==> src/b58e_pkg.sv <==
// ----------------------------------------------------------------------------
// b58e_pkg
// Shared types, constants and the character table of the base58 encoder.
// ----------------------------------------------------------------------------
package b58e_pkg;

   typedef logic [5:0] digit_type;
   typedef logic [7:0] char_type;

   localparam int B58_RADIX          = 58;
   // floor(x / 58) == (x * 2260) >> 17 for every x below 58 * 256
   localparam int B58_RECIP          = 2260;
   localparam int B58_RECIP_SHIFT    = 17;
   localparam int MAX_OUT            = 44;
   localparam int OUTPUT_LIMIT_RESET = 255;
   localparam int TEXT_LENGTH_W      = 6;

   localparam char_type CHAR_ONE = "1";
   localparam char_type CHAR_NUL = 8'h00;

   localparam char_type ALPHABET [B58_RADIX] = '{
      "1", "2", "3", "4", "5", "6", "7", "8", "9",
      "A", "B", "C", "D", "E", "F", "G", "H", "J", "K", "L", "M", "N",
      "P", "Q", "R", "S", "T", "U", "V", "W", "X", "Y", "Z",
      "a", "b", "c", "d", "e", "f", "g", "h", "i", "j", "k",
      "m", "n", "o", "p", "q", "r", "s", "t", "u", "v", "w", "x", "y", "z"
   };

   function automatic char_type b58_char(digit_type d);
      char_type c;
      c = CHAR_ONE;
      if (d < digit_type'(B58_RADIX)) begin
         c = ALPHABET[d];
      end
      return c;
   endfunction

endpackage

==> src/b58e_ram.sv <==
// ----------------------------------------------------------------------------
// b58e_ram
// Generic single-write, single-read RAM with a registered read port.
// ----------------------------------------------------------------------------
module b58e_ram #(
   parameter int WIDTH = 6,
   parameter int DEPTH = 44,
   localparam int ADDR_W = (DEPTH > 1) ? $clog2(DEPTH) : 1
) (
   input  logic              clock,
   input  logic              wr_en,
   input  logic [ADDR_W-1:0] wr_addr,
   input  logic [WIDTH-1:0]  wr_data,
   input  logic              rd_en,
   input  logic [ADDR_W-1:0] rd_addr,
   output logic [WIDTH-1:0]  rd_data
);

   logic [WIDTH-1:0] mem_ff [DEPTH];
   logic [WIDTH-1:0] rd_data_ff;

   always_ff @(posedge clock) begin
      if (wr_en) begin
         mem_ff[wr_addr] <= wr_data;
      end
      if (rd_en) begin
         rd_data_ff <= mem_ff[rd_addr];
      end
   end

   assign rd_data = rd_data_ff;

endmodule

==> src/b58e_digit_step.sv <==
// ----------------------------------------------------------------------------
// b58e_digit_step
// One digit of the multiply-by-256 fold: x = 256 * digit + carry,
// new digit = x mod 58, new carry = x / 58.
// ----------------------------------------------------------------------------
module b58e_digit_step
   import b58e_pkg::*;
(
   input  digit_type  cur_digit,
   input  logic [7:0] cur_carry,
   output digit_type  new_digit,
   output logic [7:0] new_carry
);

   localparam int XW = 14;
   localparam int PW = XW + 12;

   logic [XW-1:0] x;
   logic [PW-1:0] prod;
   logic [PW-1:0] quot_w;
   logic [7:0]    quot;
   logic [XW-1:0] rem_w;

   always_comb begin
      x      = {cur_digit, 8'h00} + XW'(cur_carry);
      prod   = PW'(x) * PW'(B58_RECIP);
      quot_w = prod >> B58_RECIP_SHIFT;
      quot   = quot_w[7:0];
      rem_w  = x - XW'(quot) * XW'(B58_RADIX);
   end

   assign new_digit = rem_w[5:0];
   assign new_carry = quot;

endmodule

==> src/base58_encoder.sv <==
// ----------------------------------------------------------------------------
// base58_encoder
// Base58 (bitcoin alphabet) encoder: bytes in, characters out.
// ----------------------------------------------------------------------------
// Input: a leading zero byte or an ignored byte is taken in the idle state; any
//   other byte also runs the fold state, one stored digit per cycle through the
//   digit RAM read-modify-write loop.
// Last byte: a finish state, then one character per cycle while the output is
//   not stalled, with a RAM read state before the first significant digit.
// Reset: synchronous; clears counters and flags. The digit RAM is not cleared:
//   entries at or above digits_in_use read as zero, so no clearing pass runs.
// ----------------------------------------------------------------------------
module base58_encoder
   import b58e_pkg::*;
#(
   parameter int MAX_BYTES = 32
) (
   input  logic       clock,
   input  logic       reset,
   // input words
   input  logic       req_valid,
   output logic       req_stall,
   input  logic [7:0] req_data_byte,
   input  logic       req_is_last,
   // result words
   output logic       rsp_valid,
   input  logic       rsp_stall,
   output logic [7:0] rsp_char_out,
   output logic       rsp_end_of_text,
   output logic       rsp_failed,
   output logic [5:0] rsp_text_length,
   // output_limit register
   input  logic       csr_wr_en,
   input  logic [7:0] csr_wr_data
);

   localparam int DigitDepth = 1 + (MAX_BYTES * 1366) / 1000;
   localparam int AddrW      = $clog2(DigitDepth);
   localparam int DiuW       = $clog2(DigitDepth + 1);
   localparam int ZcW        = $clog2(MAX_BYTES + 1);
   localparam int BsW        = $clog2(MAX_BYTES + 2);
   localparam int TotW       = ((ZcW > DiuW) ? ZcW : DiuW) + 1;
   localparam int CmpW       = ((TotW > 8) ? TotW : 8) + 1;

   localparam logic [2:0] ST_IDLE = 3'd0;
   localparam logic [2:0] ST_FOLD = 3'd1;
   localparam logic [2:0] ST_FIN  = 3'd2;
   localparam logic [2:0] ST_ZERO = 3'd3;
   localparam logic [2:0] ST_DRD  = 3'd4;
   localparam logic [2:0] ST_DOUT = 3'd5;

   // control state
   logic [2:0]      state_ff, state_in;
   logic [DiuW-1:0] diu_ff, diu_in;
   logic [ZcW-1:0]  zc_ff, zc_in;
   logic            ilz_ff, ilz_in;
   logic [BsW-1:0]  bytes_ff, bytes_in;
   logic            ovf_ff, ovf_in;
   logic [7:0]      limit_ff;
   logic            rsp_valid_ff;
   // working registers
   logic            last_ff, last_in;
   logic [7:0]      carry_ff, carry_in;
   logic [DiuW-1:0] idx_ff, idx_in;
   logic [ZcW-1:0]  zrem_ff, zrem_in;
   logic [DiuW-1:0] drem_ff, drem_in;
   logic [TotW-1:0] total_ff, total_in;
   logic [7:0]      rsp_char_ff;
   logic            rsp_eot_ff;
   logic            rsp_failed_ff;
   logic [5:0]      rsp_len_ff;

   // RAM ports
   logic             rd_en, wr_en;
   logic [AddrW-1:0] rd_addr, wr_addr;
   digit_type        rd_data, wr_data;

   // fold datapath
   digit_type  step_digit_in;
   digit_type  step_digit;
   logic [7:0] step_carry;

   // output load
   logic       out_free;
   logic       out_load;
   char_type   out_char;
   logic       out_eot;
   logic       out_failed;
   logic [5:0] out_len;

   logic            fold_go;
   logic            ovf_next;
   logic            fin_fail;
   logic [TotW-1:0] total_now;
   logic [DiuW-1:0] idx_plus;
   logic [DiuW-1:0] drem_m1;
   logic [DiuW-1:0] drem_m2;

   b58e_ram #(
      .WIDTH (6),
      .DEPTH (DigitDepth)
   ) u_digit_ram (
      .clock   (clock),
      .wr_en   (wr_en),
      .wr_addr (wr_addr),
      .wr_data (wr_data),
      .rd_en   (rd_en),
      .rd_addr (rd_addr),
      .rd_data (rd_data)
   );

   b58e_digit_step u_step (
      .cur_digit (step_digit_in),
      .cur_carry (carry_ff),
      .new_digit (step_digit),
      .new_carry (step_carry)
   );

   assign req_stall = (state_ff != ST_IDLE);
   assign out_free  = !rsp_valid_ff || !rsp_stall;

   always_comb begin
      // digits at or above the fill count are zero
      step_digit_in = (idx_ff < diu_ff) ? rd_data : digit_type'(0);
      fold_go       = (idx_ff < DiuW'(DigitDepth)) && ((carry_ff != 8'd0) || (idx_ff < diu_ff));
      idx_plus      = idx_ff + DiuW'(1);
      drem_m1       = drem_ff - DiuW'(1);
      drem_m2       = drem_ff - DiuW'(2);
      total_now     = TotW'(zc_ff) + TotW'(diu_ff);
      fin_fail      = ovf_ff
                      || (CmpW'(total_now) >= CmpW'(limit_ff))
                      || (CmpW'(total_now) > CmpW'(MAX_OUT));
      ovf_next      = ovf_ff || (bytes_ff >= BsW'(MAX_BYTES));
   end

   always_comb begin
      state_in   = state_ff;
      diu_in     = diu_ff;
      zc_in      = zc_ff;
      ilz_in     = ilz_ff;
      bytes_in   = bytes_ff;
      ovf_in     = ovf_ff;
      last_in    = last_ff;
      carry_in   = carry_ff;
      idx_in     = idx_ff;
      zrem_in    = zrem_ff;
      drem_in    = drem_ff;
      total_in   = total_ff;
      rd_en      = 1'b0;
      rd_addr    = '0;
      wr_en      = 1'b0;
      wr_addr    = idx_ff[AddrW-1:0];
      wr_data    = step_digit;
      out_load   = 1'b0;
      out_char   = CHAR_NUL;
      out_eot    = 1'b0;
      out_failed = 1'b0;
      out_len    = '0;

      case (state_ff)
         ST_IDLE: begin
            if (req_valid) begin
               last_in = req_is_last;
               if (bytes_ff != BsW'(MAX_BYTES + 1)) begin
                  bytes_in = bytes_ff + BsW'(1);
               end
               ovf_in   = ovf_next;
               state_in = req_is_last ? ST_FIN : ST_IDLE;
               if (!ovf_next) begin
                  if (ilz_ff && (req_data_byte == 8'd0)) begin
                     zc_in = zc_ff + ZcW'(1);
                  end else begin
                     ilz_in   = 1'b0;
                     carry_in = req_data_byte;
                     idx_in   = '0;
                     rd_en    = 1'b1;
                     rd_addr  = '0;
                     state_in = ST_FOLD;
                  end
               end
            end
         end

         ST_FOLD: begin
            if (fold_go) begin
               wr_en    = 1'b1;
               carry_in = step_carry;
               idx_in   = idx_plus;
               // prefetch the next digit while this one is written back
               if (idx_plus < DiuW'(DigitDepth)) begin
                  rd_en   = 1'b1;
                  rd_addr = idx_plus[AddrW-1:0];
               end
            end else begin
               diu_in = idx_ff;
               if (carry_ff != 8'd0) begin
                  ovf_in = 1'b1;
               end
               state_in = last_ff ? ST_FIN : ST_IDLE;
            end
         end

         ST_FIN: begin
            if (!fin_fail || out_free) begin
               diu_in   = '0;
               zc_in    = '0;
               ilz_in   = 1'b1;
               bytes_in = '0;
               ovf_in   = 1'b0;
            end
            if (fin_fail) begin
               if (out_free) begin
                  out_load   = 1'b1;
                  out_eot    = 1'b1;
                  out_failed = 1'b1;
                  state_in   = ST_IDLE;
               end
            end else begin
               zrem_in  = zc_ff;
               drem_in  = diu_ff;
               total_in = total_now;
               if (zc_ff != '0) begin
                  state_in = ST_ZERO;
               end else if (diu_ff != '0) begin
                  state_in = ST_DRD;
               end else begin
                  state_in = ST_IDLE;
               end
            end
         end

         ST_ZERO: begin
            if (out_free) begin
               out_load = 1'b1;
               out_char = CHAR_ONE;
               zrem_in  = zrem_ff - ZcW'(1);
               if (zrem_ff == ZcW'(1)) begin
                  if (drem_ff != '0) begin
                     state_in = ST_DRD;
                  end else begin
                     out_eot  = 1'b1;
                     out_len  = 6'(total_ff);
                     state_in = ST_IDLE;
                  end
               end
            end
         end

         ST_DRD: begin
            rd_en    = 1'b1;
            rd_addr  = drem_m1[AddrW-1:0];
            state_in = ST_DOUT;
         end

         ST_DOUT: begin
            // read data holds while the output is stalled
            if (out_free) begin
               out_load = 1'b1;
               out_char = b58_char(rd_data);
               drem_in  = drem_m1;
               if (drem_ff == DiuW'(1)) begin
                  out_eot  = 1'b1;
                  out_len  = 6'(total_ff);
                  state_in = ST_IDLE;
               end else begin
                  rd_en   = 1'b1;
                  rd_addr = drem_m2[AddrW-1:0];
               end
            end
         end

         default: begin
            state_in = ST_IDLE;
         end
      endcase
   end

   always_ff @(posedge clock) begin
      if (reset) begin
         state_ff     <= ST_IDLE;
         diu_ff       <= '0;
         zc_ff        <= '0;
         ilz_ff       <= 1'b1;
         bytes_ff     <= '0;
         ovf_ff       <= 1'b0;
         limit_ff     <= 8'(OUTPUT_LIMIT_RESET);
         rsp_valid_ff <= 1'b0;
      end else begin
         state_ff <= state_in;
         diu_ff   <= diu_in;
         zc_ff    <= zc_in;
         ilz_ff   <= ilz_in;
         bytes_ff <= bytes_in;
         ovf_ff   <= ovf_in;
         if (csr_wr_en) begin
            limit_ff <= csr_wr_data;
         end
         if (out_load) begin
            rsp_valid_ff <= 1'b1;
         end else if (!rsp_stall) begin
            rsp_valid_ff <= 1'b0;
         end
      end
   end

   always_ff @(posedge clock) begin
      last_ff  <= last_in;
      carry_ff <= carry_in;
      idx_ff   <= idx_in;
      zrem_ff  <= zrem_in;
      drem_ff  <= drem_in;
      total_ff <= total_in;
      if (out_load) begin
         rsp_char_ff   <= out_char;
         rsp_eot_ff    <= out_eot;
         rsp_failed_ff <= out_failed;
         rsp_len_ff    <= out_len;
      end
   end

   assign rsp_valid       = rsp_valid_ff;
   assign rsp_char_out    = rsp_char_ff;
   assign rsp_end_of_text = rsp_eot_ff;
   assign rsp_failed      = rsp_failed_ff;
   assign rsp_text_length = rsp_len_ff;

   // write-back and prefetch never hit the same digit
   a_no_rw_collision: assert property (@(posedge clock) disable iff (reset)
      (rd_en && wr_en) |-> (rd_addr != wr_addr))
      else $error("digit RAM read and write at the same address");

   // writes stay inside the digit store
   a_wr_in_range: assert property (@(posedge clock) disable iff (reset)
      wr_en |-> (DiuW'(wr_addr) < DiuW'(DigitDepth)))
      else $error("digit RAM write out of range");

   // the fill count never passes the depth
   a_diu_bound: assert property (@(posedge clock) disable iff (reset)
      diu_ff <= DiuW'(DigitDepth))
      else $error("digits_in_use above depth");

   // an error word is always a lone, empty end-of-text word
   a_error_word: assert property (@(posedge clock) disable iff (reset)
      (rsp_valid && rsp_failed) |->
         (rsp_end_of_text && (rsp_text_length == 6'd0) && (rsp_char_out == CHAR_NUL)))
      else $error("malformed error word");

endmodule

==> config.mk <==
export PLATFORM = sky130hd
export DESIGN_NAME = base58_encoder
export DESIGN_NICKNAME = d
export VERILOG_FILES = /design/src/b58e_pkg.sv /design/src/b58e_ram.sv /design/src/b58e_digit_step.sv /design/src/base58_encoder.sv
export SDC_FILE = /design/constraint.sdc
export NUM_CORES = 1
export LEC_CHECK = 0
export BUFFER_PORTS_ARGS = -buffer_cell sky130_fd_sc_hd__buf_4
export CORE_ASPECT_RATIO = 1.75
export CORE_UTILIZATION = 40
export CTS_CLUSTER_SIZE = 24
export DETAILED_ROUTE_END_ITERATION = 8
export PLACE_DENSITY = 0.67
export SYNTH_ARGS = -nofsm -noshare
export SYNTH_HDL_FRONTEND = slang
export SYNTH_SLANG_ARGS = --single-unit
==> constraint.sdc <==
create_clock -name clock -period 12.43 [get_ports clock]
set_clock_uncertainty 0.1 [all_clocks]
set_input_delay 3.1075 -clock clock [delete_from_list [all_inputs] [get_ports clock]]
set_output_delay 3.1075 -clock clock [all_outputs]
set_load 0.005 [all_outputs]
* Word level (Yosys, flattened, before mapping)
Memory sizes are Yosys's and may differ from the RTL's. A register that Yosys moved wholly into a read port is not among the register bits.
Cells that the tools add are included.
** Word-level totals
- Register bits :: 81
- Bits in writable memories :: 264
- ROM bits :: 512
- Input bits :: 22
- Logic and storage cells :: 194
- Memories kept :: 2
** Memory list
- (name not given) :: depth 64, width 8, read ports 1, clocked after memory_dff 0, wr ports 0, line b58e_pkg.sv:33 : c = ALPHABET[d];
- u_digit_ram.mem_ff :: depth 44, width 6, read ports 1, clocked after memory_dff 1, wr ports 1, line b58e_ram.sv:19 : logic [WIDTH-1:0] mem_ff [DEPTH];
** Operators by class
- $add $sub $neg :: 9
- $mul :: 2
- $lt $le $gt $ge :: 8
- Eq/ne operators :: 24
- Muxes and demuxes :: 93
- Bitwise logic cells :: 2
- Reduce and logical (&&, ||, !) cells :: 36
** Operators with widths (number)
- two-way mux 6 bit :: 26
- case mux 6 bit (2 select lines) :: 7
- two-way mux 8 bit :: 8
- two-way mux 3 bit :: 11
- case mux 8 bit (2 select lines) :: 2
- two-way mux 1 bit :: 28
- inequality test 2 bit (second input constant) :: 14
- multiplier 14 x 10 -> 23 bit (second input constant) :: 1
- AND reduction 5 bit :: 4
- adder 6 x 1 -> 6 bit (second input constant) :: 3
- less-than comparator 6 bit (second input constant) :: 3
- case mux 3 bit (6 select lines) :: 1
- case mux 6 bit (3 select lines) :: 1
- nonzero test 6 bit :: 3
- adder 14 x 8 -> 14 bit :: 1
- == test 6 x 1 -> 1 bit (second input constant) :: 2
- subtractor 6 x 1 -> 6 bit (second input constant) :: 2
- nonzero test 2 bit :: 5
- AND reduction 3 bit :: 3
- greater-or-equal comparator 7 x 8 -> 1 bit :: 1
- zero test 8 bit :: 1
- multiplier 8 x 5 -> 5 bit (second input constant) :: 1
- two-way mux 2 bit :: 4
- nonzero test 8 bit :: 1
- other kinds (27) :: 41

* Logic depth before layout (Yosys ltp)
Gate-level depths: netlist of run 1.
- Depth in word-level cells :: 8
- Depth in mapped cells :: 32

* Modules after synthesis
A second synthesis of run 1 with hierarchy kept.
** Unflattened totals
- Cell total of the unflattened synthesis :: 1456
- Area total of the unflattened synthesis :: 18522.8 µm²
** By module, submodules not included
- b58e_ram :: times used 1, cells an instance 589, area each 10841.6 µm²
- base58_encoder :: times used 1, cells an instance 593, area each 5178.7 µm²
- b58e_digit_step :: times used 1, cells an instance 274, area each 2502.4 µm²

* Worst setup path after synthesis of run 1
No wires, ideal clock.
- Kind :: register to register
- From :: register idx_ff[1]
- To :: memory u_digit_ram.mem_ff[0][5] (data pin)
- Arrival time :: 8.177 ns
- Data required time :: 11.875 ns
- Slack :: 3.698 ns
- Cell stages (with the launch flop) :: 30
- Path buffers :: 0
- Clock period less this slack :: 8.732 ns
- Cell sequence :: edfxtp_1 > ha_1 > a2111oi_2 > o21ai_0 > a21oi_1 > and2_1 > ha_1 > ha_1 > fa_1 > fa_1 > inv_1 > fa_1 > inv_1 > ha_1 > a21oi_1 > o21ai_0 > a21oi_1 > o21bai_1 > a21o_1 > a21o_1 > xor2_1 > ha_1 > ha_1 > inv_1 > ha_1 > a21oi_1 > xnor2_1 > xnor2_1 > xnor2_1 > xnor2_1
** Between the ends
- Cells in the longest elaborated chain, start to end :: 6
** RTL lines
- start, declared :: line base58_encoder.sv:64 : logic [DiuW-1:0] idx_ff, idx_in;
- start signal, assigned :: line base58_encoder.sv:309 : idx_ff <= idx_in;
- less-than comparator 6 bit :: line base58_encoder.sv:124 : step_digit_in = (idx_ff < diu_ff) ? rd_data : digit_type'(0);
- two-way mux 6 bit :: line base58_encoder.sv:124
- adder 14 x 8 -> 14 bit :: line b58e_digit_step.sv:25 : x = {cur_digit, 8'h00} + XW'(cur_carry);
- multiplier 14 x 10 -> 23 bit :: line b58e_digit_step.sv:26 : prod = PW'(x) * PW'(B58_RECIP);
- multiplier 8 x 5 -> 5 bit :: line b58e_digit_step.sv:29 : rem_w = x - XW'(quot) * XW'(B58_RADIX);
- subtractor 6 bit :: line b58e_digit_step.sv:29
- named net step_digit[5] :: line base58_encoder.sv:80 : digit_type step_digit;
- end, declared :: line b58e_ram.sv:19
The timed path passes the listed nets, and every way through them passes these cells.

* Final worst setup path of run 1
- From :: register idx_ff[2]
- To :: memory u_digit_ram.mem_ff[8][5] (data pin)
Same word-level chain as after synthesis.

==> results.md, run 1 <==
- Result of the run: completed
- Worst-skew pair later-pin latency: 0.59 ns
- Standard-cell row count: between 100 and 150
- Number of vias after detailed routing: 12.3k
- Routability cong.: 0.889
- Cell at the root of the clock tree: sky130_fd_sc_hd__clkbuf_16
- Shortest period the worst path allows: 8.96 ns
- TritonCTS clock tree: built
- Number of buffers created by CTS: 31
- Cell types with the largest area share after synthesis: sky130_fd_sc_hd__edfxtp_1 (52%), sky130_fd_sc_hd__ha_1 (8.3%), sky130_fd_sc_hd__nand2_1 (5.8%), sky130_fd_sc_hd__dfxtp_1 (3.5%), sky130_fd_sc_hd__fa_1 (3.2%)
- Synthesized cell area: 18300 µm²
- Boundary pin count: 40
- Clock Sink Count: 350
- RSZ-0062 raised after global routing: no
- Number of nets at the end of the flow: 1802
- Number of setup buffers added after CTS: 0
- Die height: 285 µm
- Global routing met2 resource utilization: 0.369
- Layout area overhead: 10.3%
- Global route hottest layer: met2
- Number of DRC markers in iteration 0: 994
- Number of nets with antenna violations after routing: 0
- Worst hold path class: register to register
- Pin count of the biggest net entering global routing: 75
- Maximum Capacitance Violations: 0
- Clock slew seen by the registers of the worst setup and hold paths: ~0.080 ns
- CP Data Required Time: 12.65 ns
- Total Die Area: approximately 47000 µm²
- Ratio of routed vias to standard cells: 5.49
- Portion of the post-synthesis area used by sequential elements: 0.557
- Wire length of the first global-routing pass: 67600 µm
- Biggest cell delay along the critical path: 0.65 ns
- Effective utilization at floorplan: 0.406
- Critical path fanouts, max: 44
- Cells after synthesis: 1621
- Initial antenna violation count: 0
- Final Setup Violations: 0
- Placeable Area: around 45000 µm²
- Number of design rule violations left after detail routing: 0
- HPWL Detailed: between 30000 and 40000 µm
- Crit path kind: register to register
- Async SR Flop Fraction: 0
- Hold buffer count at cts: 0
- Remaining global-route overflow: 0
- Routed wire length: 43700 µm
- Number of buffers added on ports: 38
- Final number of hold-violating endpoints: 0
- Area leader, netlist: sky130_fd_sc_hd__edfxtp_1
- FF+latch count, synth: 350
- Wirelength per Cell: 19.6 µm
- X dimension of the die: 164 µm
- Global-route track usage on met1: 0.191
- CP arrival: roughly 9 ns
- Final sum of negative setup slack: 0 ns
- GR met3 Demand/Resource: 0.0173
- Share of cells above drive strength 1: 0.0828
- Total iterations of the first detailed-routing run: 6
- Count of instances resized after the clock tree is built: 0
- Ratio of final minimum period to clock period: 0.721
- Timing-limited maximum frequency: 0.112 GHz
- Tot GR Track Use: 0.189
- Relative slew slack: 0.221
- Post-synthesis cell type count: just over 80
- Area share of the leading cell type in the synthesized netlist: 0.522
- Fillers: 4123
- Antenna diodes: 0
- Number of global-route vias before repair: roughly 12k
- Maximum clock path buffer count: 3
- H-tree depth reported by CTS: 1
- Synth Warn #: 0
- Slowest CP cell: sky130_fd_sc_hd__a21oi_1
- Mean instance size in the synthesized netlist: 11.3 µm²
- Number of nets in the synthesized netlist: ~1.8k
- Top cells by count, synth: sky130_fd_sc_hd__edfxtp_1 (318), sky130_fd_sc_hd__nand2_1 (283), sky130_fd_sc_hd__ha_1 (121), sky130_fd_sc_hd__inv_1 (117), sky130_fd_sc_hd__nor2_1 (99)
- Number of enable-type register cells in the synthesized netlist: 318
- Most numerous cell in the Yosys netlist: sky130_fd_sc_hd__edfxtp_1
- Number of max-slew violations in the final report: 0
- Worst-margin pin slew: about 1.2 ns
- Cell with the most instances on the worst path: sky130_fd_sc_hd__ha_1
- Top FF cell, synth: sky130_fd_sc_hd__edfxtp_1
- Kind of end point of the critical path: register
- Startpoint class of the critical path: register
[final timing paths]
check,from,to,slack [ns],cells past startpoint
worst max register to register,idx_ff[2],u_digit_ram.mem_ff[8][5],3.47,31
worst max-delay path,idx_ff[2],u_digit_ram.mem_ff[8][5],3.47,31
worst min register to register,limit_ff[3],limit_ff[3],0.39,2
worst min-delay path,limit_ff[3],limit_ff[3],0.39,2
[stage by stage]
step	hold slack (ns)	utilization	cell area, µm²	cells	worst slack (ns)
final	0.392	0.448	20200	2232	3.47
after global routing	0.426	0.448	20200	2232	2.95
after CTS	0.395	0.448	20200	2232	3.44
after detailed placement	0.382	0.424	19100	2174	3.56
after global placement	0.385	0.424	19100	2174	3.70
after floorplan	0.326	-	18300	1621	3.70
[critical path: cells and delay by family (launching register included)]
kind	cells	cell delay, ns
AOI/OAI and AO/OA	11	2.50
xor gates and xnor gates	5	0.85
adders and majority gates	10	3.70
buffers and inverters	4	0.52
DFF	1	0.57
and+or+nand+nor	1	0.40
[cells in the final DEF, fill, tap and decap left out, types with 9 or more instances in the layout]
cell                        netlist  layout
sky130_fd_sc_hd__edfxtp_1       318     318
sky130_fd_sc_hd__nand2_1        283     283
sky130_fd_sc_hd__ha_1           121     121
sky130_fd_sc_hd__inv_1          117     117
sky130_fd_sc_hd__nor2_1          99      99
sky130_fd_sc_hd__a21oi_1         80      79
sky130_fd_sc_hd__nand3_1         77      77
sky130_fd_sc_hd__o21ai_0         54      54
sky130_fd_sc_hd__buf_4            6      54
sky130_fd_sc_hd__mux2i_1         42      42
sky130_fd_sc_hd__dfxtp_1         32      32
sky130_fd_sc_hd__clkbuf_16        0      31
sky130_fd_sc_hd__xnor2_1         33      30
sky130_fd_sc_hd__fa_1            29      29
sky130_fd_sc_hd__a32oi_1         22      22
sky130_fd_sc_hd__and2_1          18      18
sky130_fd_sc_hd__a21o_1          14      14
sky130_fd_sc_hd__xor2_1          15      14
sky130_fd_sc_hd__o22ai_1         12      12
sky130_fd_sc_hd__nor3_1          11      11
sky130_fd_sc_hd__a22o_1          11      11
sky130_fd_sc_hd__a31oi_1         10      10
sky130_fd_sc_hd__and3_1           9       9
sky130_fd_sc_hd__o211ai_1         9       9
sky130_fd_sc_hd__or3_1            9       9
[registers in the layout, indices dropped and copies added (netlist names), 3 cells and up]
register / cells
rsp_text_length: 6
state_ff: 3
drem_ff: 6
idx_ff: 6
u_digit_ram.rd_data: 6
bytes_ff: 6
limit_ff: 8
zc_ff: 6
zrem_ff: 6
total_ff: 6
rsp_char_out: 7
carry_ff: 8
diu_ff: 6
u_digit_ram.mem_ff: 264
[per-layer routing]
layer  vias to the layer above  wire [µm]
met2                       294      24200
met3                        97       1580
met4                         0       2460
li1                       5813          -
met5                         -          0
met1                      6053      15400
[final cells by class]
cell class	count	area (µm²)	share of cell area
timing repair buffer	54	405	0.0201
inverter	119	447	0.0221
sequential	350	10200	0.505
multi-input combinational	1074	7380	0.365
clock buffer	33	783	0.0388
clock inverter	25	264	0.0131
tap	577	722	0.0358
[cell families after synthesis]
kind of cell / after synthesis / synth area share
simple gates: 542 / 0.129
flops: 350 / 0.557
compound gates: 289 / 0.108
buf+inv: 197 / 0.0447
fa+ha+maj: 150 / 0.114
xor+xnor: 48 / 0.0230
mux: 44 / 0.0242
other cells: 1 / 0.000205
Power of run 1 is left out: the tool's default activity adds up to more than one toggle a clock period on the data nets, which glitch-free logic cannot reach.
==> run 2: changes to the inputs <==
--- a/config.mk
+++ b/config.mk
@@ -5,12 +5,13 @@
 export SDC_FILE = /design/constraint.sdc
 export NUM_CORES = 1
 export LEC_CHECK = 0
+export ABC_AREA = 1
 export BUFFER_PORTS_ARGS = -buffer_cell sky130_fd_sc_hd__buf_4
 export CORE_ASPECT_RATIO = 1.75
 export CORE_UTILIZATION = 40
 export CTS_CLUSTER_SIZE = 24
 export DETAILED_ROUTE_END_ITERATION = 8
-export PLACE_DENSITY = 0.67
+export PLACE_DENSITY = 0.69
 export SYNTH_ARGS = -nofsm -noshare
 export SYNTH_HDL_FRONTEND = slang
 export SYNTH_SLANG_ARGS = --single-unit
==> constraint.sdc (replaced) <==
create_clock -name clock -period 8.2 [get_ports clock]
set_clock_uncertainty 0.1 [all_clocks]
set_input_delay 2.05 -clock clock [delete_from_list [all_inputs] [get_ports clock]]
set_output_delay 2.05 -clock clock [all_outputs]
set_load 0.005 [all_outputs]
==> run 2 against run 1 <==
Compared with the run above:
- die area up 7.1%
- wire length grew 13%
- worst hold slack worse by 0.016 ns
- final cell count increased by 23%
- count of clock-buffer cells in the layout increased by 2
- sequential share of layout area fell by 3.4 points
- flip-flop and latch count unchanged
- via count rose by 18%
- global-route usage rose by 1.0 points
- setup slack worse by 3.1 ns
- final area rose by 7.3%
- fmax is 15% higher
- critical path type unchanged
==> results.md, run 2 <==
- Number of buffers added on ports: 38 (unchanged)
- Mean instance size in the synthesized netlist: 9.56 µm² (-15%)
- Number of max-slew violations in the final report: 0 (unchanged)
- Reg2reg end: u_digit_ram.mem_ff[34][5]
- Top Registers: u_digit_ram.mem_ff x264, carry_ff x8, limit_ff x8
- Number of nets in the synthesized netlist: 2223 (+24%)
- Worst path top cell family by delay: adder cells
- Cells after synthesis: 2051 (+27%)
- Placeable Area: 48600 µm² (+7.7%)
- Number of DRC markers in iteration 0: 871 (-12%)
- Number of global-route vias before repair: 14.8k (+20%)
- Result of the run: completed
- Most frequent standard cell in the layout excluding fill and tap cells: sky130_fd_sc_hd__nand2_1
- Critical path fanouts, max: 44 (unchanged)
- Remaining global-route overflow: 0 (unchanged)
- Async SR Flop Fraction: 0 (unchanged)
- Ratio of routed vias to standard cells: 5.27 (-4.0%)
- Number of design rule violations left after detail routing: 0 (unchanged)
- Total buffers and inverters traversed by the critical path: 8 (+4)
- Boundary pin count: 40 (unchanged)
- Cell depth of the worst setup path: 40 (+29%)
- Worst-skew pair later-pin latency: 0.58 ns (about the same)
- Setup crit end: u_digit_ram.mem_ff[34][5]
- Shortest period the worst path allows: 7.78 ns (-1.18 ns)
- R2R Setup Slk: 0.42 ns (-3.05 ns)
- X dimension of the die: 169 µm (+3.5%)
- Number of enable-type register cells in the synthesized netlist: 318 (unchanged)
- Number of nets with antenna violations after routing: 0 (unchanged)
- FF+latch count, synth: 350 (unchanged)
- Most numerous cell in the Yosys netlist: sky130_fd_sc_hd__nand2_1
- Synth Warn #: 0 (unchanged)
- Pin count of the biggest net entering global routing: 95 (+27%)
- Cell at the root of the clock tree: sky130_fd_sc_hd__clkbuf_16
- Clock Sink Count: 350 (unchanged)
- Number of vias after detailed routing: 14.5k (+18%)
- Tot GR Track Use: 0.200 (+0.0104)
- Portion of the post-synthesis area used by sequential elements: 0.519 (-0.0370)
- Total iterations of the first detailed-routing run: 5 (-1)
- Die height: 295 µm (+3.5%)
- Area leader, netlist: sky130_fd_sc_hd__edfxtp_1
- Number of nets at the end of the flow: 2242 (+24%)
- Synthesized cell area: 19600 µm² (+7.1%)
- Standard-cell row count: 107 (+3.9%)
- Clock slew seen by the registers of the worst setup and hold paths: 0.07 ns (about the same)
- Maximum clock path buffer count: 3 (unchanged)
- Cells after DPL: 2690 (+24%)
- Top FF cell, synth: sky130_fd_sc_hd__edfxtp_1
- Initial antenna violation count: 0 (unchanged)
- Crit path kind: register to register
- Antenna diodes: 0 (unchanged)
- Layout area overhead: 10.4%
- Origin of the worst min-delay path: limit_ff[6]
- Top cells by count, synth: sky130_fd_sc_hd__nand2_1 (328), sky130_fd_sc_hd__inv_1 (325), sky130_fd_sc_hd__edfxtp_1 (318), sky130_fd_sc_hd__nand3_1 (265), sky130_fd_sc_hd__nor2_1 (129)
- Final number of hold-violating endpoints: 0 (unchanged)
- Routed wire length: 49200 µm (+13%)
- Startpoint class of the critical path: register
- Routability cong.: 0.923 (+3.8%)
- Launching instance or port of the critical path: diu_ff[3]
- Cell types with the largest area share after synthesis: sky130_fd_sc_hd__edfxtp_1 (49%), sky130_fd_sc_hd__ha_1 (7.7%), sky130_fd_sc_hd__nand3_1 (6.8%), sky130_fd_sc_hd__nand2_1 (6.3%), sky130_fd_sc_hd__inv_1 (6.2%)
- Slowest CP cell: sky130_fd_sc_hd__fa_1
- Effective utilization at floorplan: 0.404 (-0.00232)
- Final Non-Filler Cells: 2748 (+23%)
- Wirelength per Cell: 17.9 µm (-8.4%)
- Timing-limited maximum frequency: 0.129 GHz (+15%)
- Biggest cell delay along the critical path: 0.54 ns (-0.11 ns)
- Post-synthesis cell type count: 51 (-37%)
- Cell with the most instances on the worst path: sky130_fd_sc_hd__nand2_1
- HPWL Detailed: 35200 µm (+14%)
- Max reg flops: 264 (unchanged)
- Worst-margin pin slew: 1.05 ns (-0.113 ns)
- Area share of the leading cell type in the synthesized netlist: 0.487 (-0.0347)
- Kind of end point of the critical path: register
- Maximum Capacitance Violations: 0 (unchanged)
- Ratio of final minimum period to clock period: 0.948 (+0.228)
- Final Setup Violations: 0 (unchanged)
- Fillers: 4501 (+9.2%)
- Launch instance of the worst register-to-register path: diu_ff[3]
- CP arrival: 7.99 ns (-1.19 ns)
- CP Data Required Time: 8.41 ns (-4.24 ns)
- Relative slew slack: 0.292 (+0.0711)
- Wire length of the first global-routing pass: 76900 µm (+14%)
- Worst hold path class: register to register
- Top register by number of flip-flops: u_digit_ram.mem_ff
- Total Die Area: 50000 µm² (+7.1%)
- Worst R2R Path Depth: 40 (+29%)
- Share of cells above drive strength 1: 0.0740 (-0.00876)
- Number of buffers created by CTS: 30 (-3.2%)
- Commonest cells after routing, fill and taps aside: sky130_fd_sc_hd__nand2_1 (328), sky130_fd_sc_hd__inv_1 (325), sky130_fd_sc_hd__edfxtp_1 (318), sky130_fd_sc_hd__nand3_1 (265), sky130_fd_sc_hd__nor2_1 (127)
- TritonCTS clock tree: built
- Hold buffer count at cts: 0 (unchanged)
- H-tree depth reported by CTS: 1 (unchanged)
==> run 2: changes by cell type after synthesis, sizes merged, moves of 18 or more <==
cell,delta
a32oi,-22
and2,-18
inv,+216
mux2i,-41
nand2,+49
nand3,+189
nand3b,+62
nor2,+34
o211ai,+21
o21ai,+31
or2,+27
xnor2,-24
==> run 2: layout make-up <==
type	instances	area, µm²	share of cell area
clock inverter	21	270	0.0125
sequential	350	10200	0.470
inverter	339	1270	0.0589
timing repair buffer	66	508	0.0234
tap	654	818	0.0378
multi-input combinational	1283	7810	0.361
clock buffer	35	791	0.0365
==> run 2: tightest hold or removal path, stage by stage (launching register included) <==
cell                      delay [ns]
sky130_fd_sc_hd__dfxtp_1        0.30
sky130_fd_sc_hd__inv_1          0.06
sky130_fd_sc_hd__o21ai_0        0.07
==> run 2: timing repair <==
action | 4_1_cts | 5_1_grt
setup buffers | 0 | 2
resized for setup | 0 | 8
setup endpoints to repair | 0 | 44
==> run 2: kinds of logic (layout without fill, tap and decap cells) <==
kind of cell	after synthesis	count (layout)	share of synthesized area
AO/OA/AOI/OAI	228	228	0.0664
XOR/XNOR	31	31	0.0138
buffers and inverters	418	461	0.0861
adder cells (fa/ha/maj)	150	150	0.107
other	1	1	0.000191
multiplexers	1	1	0.000510
flip-flops	350	350	0.519
AND/OR/NAND/NOR	872	872	0.207
==> run 2: layer usage <==
layer | track usage | wire length [µm]
met1 | 0.197 | 16900
met2 | 0.383 | 27100
met3 | 0.0187 | 1730
met4 | 0.144 | 3490
met5 | 0 | 0
==> run 2: how the worst min path moves through the flow <==
stage          slack (ns)          end  depth (start not counted)
6_report             0.38  limit_ff[6]                          2
5_1_grt              0.41  limit_ff[3]                          2
4_1_cts              0.38  limit_ff[6]                          2
3_5_place_dp         0.37  limit_ff[0]                          2
3_3_place_gp         0.36  limit_ff[5]                          2
2_1_floorplan        0.34       ilz_ff                          2
==> run 2: per-stage QoR <==
stage | hold slack (ns) | util | setup slack (ns) | TNS [ns] | cell area (µm²)
CTS | 0.382 | 0.445 | 0.126 | 0 | 21600
global placement | 0.362 | 0.423 | 0.306 | 0 | 20600
finish | 0.376 | 0.446 | 0.423 | 0 | 21700
global route | 0.408 | 0.446 | -0.0487 | -1.81 | 21700
floorplan | 0.337 | - | 0.480 | 0 | 19600
detailed placement | 0.368 | 0.423 | 0.157 | 0 | 20600
Power of run 2 is left out for the same reason.
==> run 3: changes to the inputs <==
--- a/config.mk
+++ b/config.mk
@@ -7,11 +7,14 @@
 export LEC_CHECK = 0
 export ABC_AREA = 1
 export BUFFER_PORTS_ARGS = -buffer_cell sky130_fd_sc_hd__buf_4
+export CELL_PAD_IN_SITES_DETAIL_PLACEMENT = 0
+export CELL_PAD_IN_SITES_GLOBAL_PLACEMENT = 1
 export CORE_ASPECT_RATIO = 1.75
 export CORE_UTILIZATION = 40
 export CTS_CLUSTER_SIZE = 24
 export DETAILED_ROUTE_END_ITERATION = 8
-export PLACE_DENSITY = 0.69
+export PLACE_DENSITY = 0.81
 export SYNTH_ARGS = -nofsm -noshare
 export SYNTH_HDL_FRONTEND = slang
+export SYNTH_HIERARCHICAL = 1
 export SYNTH_SLANG_ARGS = --single-unit
==> run 3 against run 2 <==
Compared with the run above:
- highest routed layer unchanged
- flip-flop and latch count is the same
- sequential share of layout area rose by 1.9 points
- via count decreased by 5.0%
- first-iteration DRC count decreased by 12%
==> results.md, run 3 <==
- Critical path fanouts, max: 44 (unchanged)
- Top cells by count, synth: sky130_fd_sc_hd__nand2_1 (483), sky130_fd_sc_hd__edfxtp_1 (318), sky130_fd_sc_hd__nand3_1 (219), sky130_fd_sc_hd__inv_1 (209), sky130_fd_sc_hd__nor2_1 (168)
- Antenna diodes: 0 (unchanged)
- CP Data Required Time: 8.46 ns (+0.05 ns)
- Hold buffer count at cts: 0 (unchanged)
- Global-route track usage on met1: 0.189 (-0.00776)
- Remaining global-route overflow: 0 (unchanged)
- Standard-cell row count: 105 (-1.9%)
- Total Die Area: 48500 µm² (-3.0%)
- Clock Sink Count: 350 (unchanged)
- FF+latch count, synth: 350 (unchanged)
- Ratio of routed vias to standard cells: 5.28 (about the same)
- Number of DRC markers in iteration 0: 764 (-12%)
- Wirelength per Cell: 17.7 µm (-1.0%)
- X dimension of the die: 167 µm (-1.5%)
- Post-synthesis cell type count: 51 (unchanged)
- Area leader, netlist: sky130_fd_sc_hd__edfxtp_1
- Number of max-slew violations in the final report: 0 (unchanged)
- Final sum of negative setup slack: 0 ns (unchanged)
- Total iterations of the first detailed-routing run: 5 (unchanged)
- CP arrival: 7.90 ns (-0.09 ns)
- Mean instance size in the synthesized netlist: 9.63 µm² (+0.69%)
- Top register by number of flip-flops: u_digit_ram/mem_ff
- Origin of the worst min-delay path: limit_ff[3]
- Final Non-Filler Cells: 2608 (-5.1%)
- Maximum Capacitance Violations: 0 (unchanged)
- Number of vias after detailed routing: 13.8k (-5.0%)
- Cell types with the largest area share after synthesis: sky130_fd_sc_hd__edfxtp_1 (50%), sky130_fd_sc_hd__nand2_1 (9.5%), sky130_fd_sc_hd__ha_1 (7.9%), sky130_fd_sc_hd__nand3_1 (5.8%), sky130_fd_sc_hd__inv_1 (4.1%)
- Share of cells above drive strength 1: 0.0782 (+0.00420)
- Final number of hold-violating endpoints: 0 (unchanged)
- Initial antenna violation count: 0 (unchanged)
- Cell with the most instances on the worst path: sky130_fd_sc_hd__ha_1
- Wire length of the first global-routing pass: 73100 µm (-5.0%)
- Shortest period the worst path allows: 7.64 ns (-0.133 ns)
- Most frequent standard cell in the layout excluding fill and tap cells: sky130_fd_sc_hd__nand2_1
- Number of design rule violations left after detail routing: 0 (unchanged)
- Setup slack at placement: 0.351 ns (+0.194 ns)
- Max reg flops: 264 (unchanged)
- Die height: 291 µm (-1.5%)
- Routed wire length: 46200 µm (-6.1%)
- Number of nets in the synthesized netlist: 2147 (-3.4%)
- Area share of the leading cell type in the synthesized netlist: 0.502 (+0.0150)
- Startpoint class of the critical path: register
- Synthesized cell area: 19000 µm² (-3.0%)
- Relative slew slack: 0.210 (-0.0817)
- Number of nets at the end of the flow: 2169 (-3.3%)
- Global routing met2 resource utilization: 0.385 (+0.00193)
- Timing-limited maximum frequency: 0.131 GHz (+1.7%)
- Cells after synthesis: 1976 (-3.7%)
- Number of nets with antenna violations after routing: 0 (unchanged)
- Pin count of the biggest net entering global routing: 85 (-11%)
- Top FF cell, synth: sky130_fd_sc_hd__edfxtp_1
- Clock slew seen by the registers of the worst setup and hold paths: 0.07 ns (about the same)
- Number of enable-type register cells in the synthesized netlist: 318 (unchanged)
- Number of buffers created by CTS: 30 (unchanged)
- Effective utilization at floorplan: 0.406 (+0.00209)
- Slowest CP cell: sky130_fd_sc_hd__fa_1
- Maximum clock path buffer count: 3 (unchanged)
- GR met3 Demand/Resource: 0.0140 (-0.00471)
- Async SR Flop Fraction: 0 (unchanged)
- Cell at the root of the clock tree: sky130_fd_sc_hd__clkbuf_16
- Cells after DPL: 2552 (-5.1%)
- Most numerous cell in the Yosys netlist: sky130_fd_sc_hd__nand2_1
- Routability cong.: 0.895 (-2.9%)
- Worst-skew pair later-pin latency: 0.58 ns (about the same)
- Number of global-route vias before repair: 13.9k (-6.0%)
- Global route hottest layer: met2
- Worst hold path class: register to register
- Post-route worst setup slack: 0.556 ns (+0.133 ns)
- TritonCTS clock tree: built
- Number of buffers added on ports: 38 (unchanged)
- RSZ-0062 raised after global routing: no
- Worst-margin pin slew: 1.18 ns (+0.129 ns)
- Layout area overhead: 9.48%
- Kind of end point of the critical path: register
- Top Registers: u_digit_ram/mem_ff x264, carry_ff x8, limit_ff x8
- Launch instance of the worst register-to-register path: diu_ff[5]
- Synth Warn #: 6 (+6)
- Launching instance or port of the critical path: diu_ff[5]
- Tot GR Track Use: 0.193 (-0.00667)
- Commonest cells after routing, fill and taps aside: sky130_fd_sc_hd__nand2_1 (483), sky130_fd_sc_hd__edfxtp_1 (318), sky130_fd_sc_hd__nand3_1 (219), sky130_fd_sc_hd__inv_1 (208), sky130_fd_sc_hd__nor2_1 (164)
- HPWL Detailed: 33200 µm (-5.6%)
- Boundary pin count: 40 (unchanged)
- Final Setup Violations: 0 (unchanged)
- Biggest cell delay along the critical path: 0.54 ns (about the same)
- Crit path kind: register to register
- Placeable Area: 46900 µm² (-3.5%)
- H-tree depth reported by CTS: 1 (unchanged)
- Result of the run: completed
- Portion of the post-synthesis area used by sequential elements: 0.536 (+0.0160)
- Ratio of final minimum period to clock period: 0.932 (-0.0163)
-- run 3: changes by cell type in the layout (fill, tap and decap cells not counted), sizes merged, moves of 11 or more --
cell | before | now
nand2 | 332 | 490
nand3 | 266 | 223
nand3b | 64 | 4
or2 | 30 | 1
inv | 336 | 228
o221ai | 0 | 11
a21oi | 85 | 66
nor2 | 133 | 174
o211ai | 31 | 4
-- run 3: per-stage QoR --
step / utilization / hold WS (ns) / instance area (µm²)
after floorplan: - / 0.329 / 19000
after global placement: 0.423 / 0.359 / 19900
after detailed placement: 0.423 / 0.362 / 19900
after CTS: 0.444 / 0.377 / 20800
after global routing: 0.444 / 0.395 / 20800
final: 0.444 / 0.369 / 20800
-- run 3: area by class of cell --
type	instances	area (µm²)
clock inverter	20	154
multi-input combinational	1331	7660
sequential	350	10200
tap	588	736
clock buffer	34	787
fill	4367	26100
inverter	225	847
timing repair buffer	60	454
-- run 3: critical path: cells and delay by family (launching register included) --
kind / cells / cell delay (ns)
AOI/OAI and AO/OA: 6 / 1.02
buffers and inverters: 9 / 0.85
adders and majority gates: 11 / 4.07
and+or+nand+nor: 9 / 0.83
DFF: 1 / 0.38
xor gates and xnor gates: 1 / 0.16
-- run 3: logic make-up (layout without fill, tap and decap cells) --
logic type,count (synthesis),after routing,synth area share
fa+ha+maj,149,149,0.109
flops,350,350,0.536
compound gates,210,210,0.0640
simple gates,940,940,0.210
other cells,1,1,0.000197
buf+inv,295,339,0.0664
xor+xnor,31,31,0.0143
-- run 3: final timing paths --
kind / end / slack [ns] / cells after the start
worst max-delay path: u_digit_ram/mem_ff[18][5] / 0.56 / 36
worst min-delay path: limit_ff[3] / 0.37 / 2
worst max register to register: u_digit_ram/mem_ff[18][5] / 0.56 / 36
worst min register to register: limit_ff[3] / 0.37 / 2
-- run 3: repair_timing --
action	in CTS	in global routing
gates resized for setup	0	5
setup endpoints to repair	0	44
hold endpoints to repair	0	0
buffers inserted	0	2
-- run 3: per-layer routing --
layer / share of wire / wire (µm)
met4: 0.060 / 2780
met2: 0.56 / 26000
met3: 0.030 / 1410
met5: 0 / 0
met1: 0.35 / 16000
Power of run 3 is left out for the same reason.
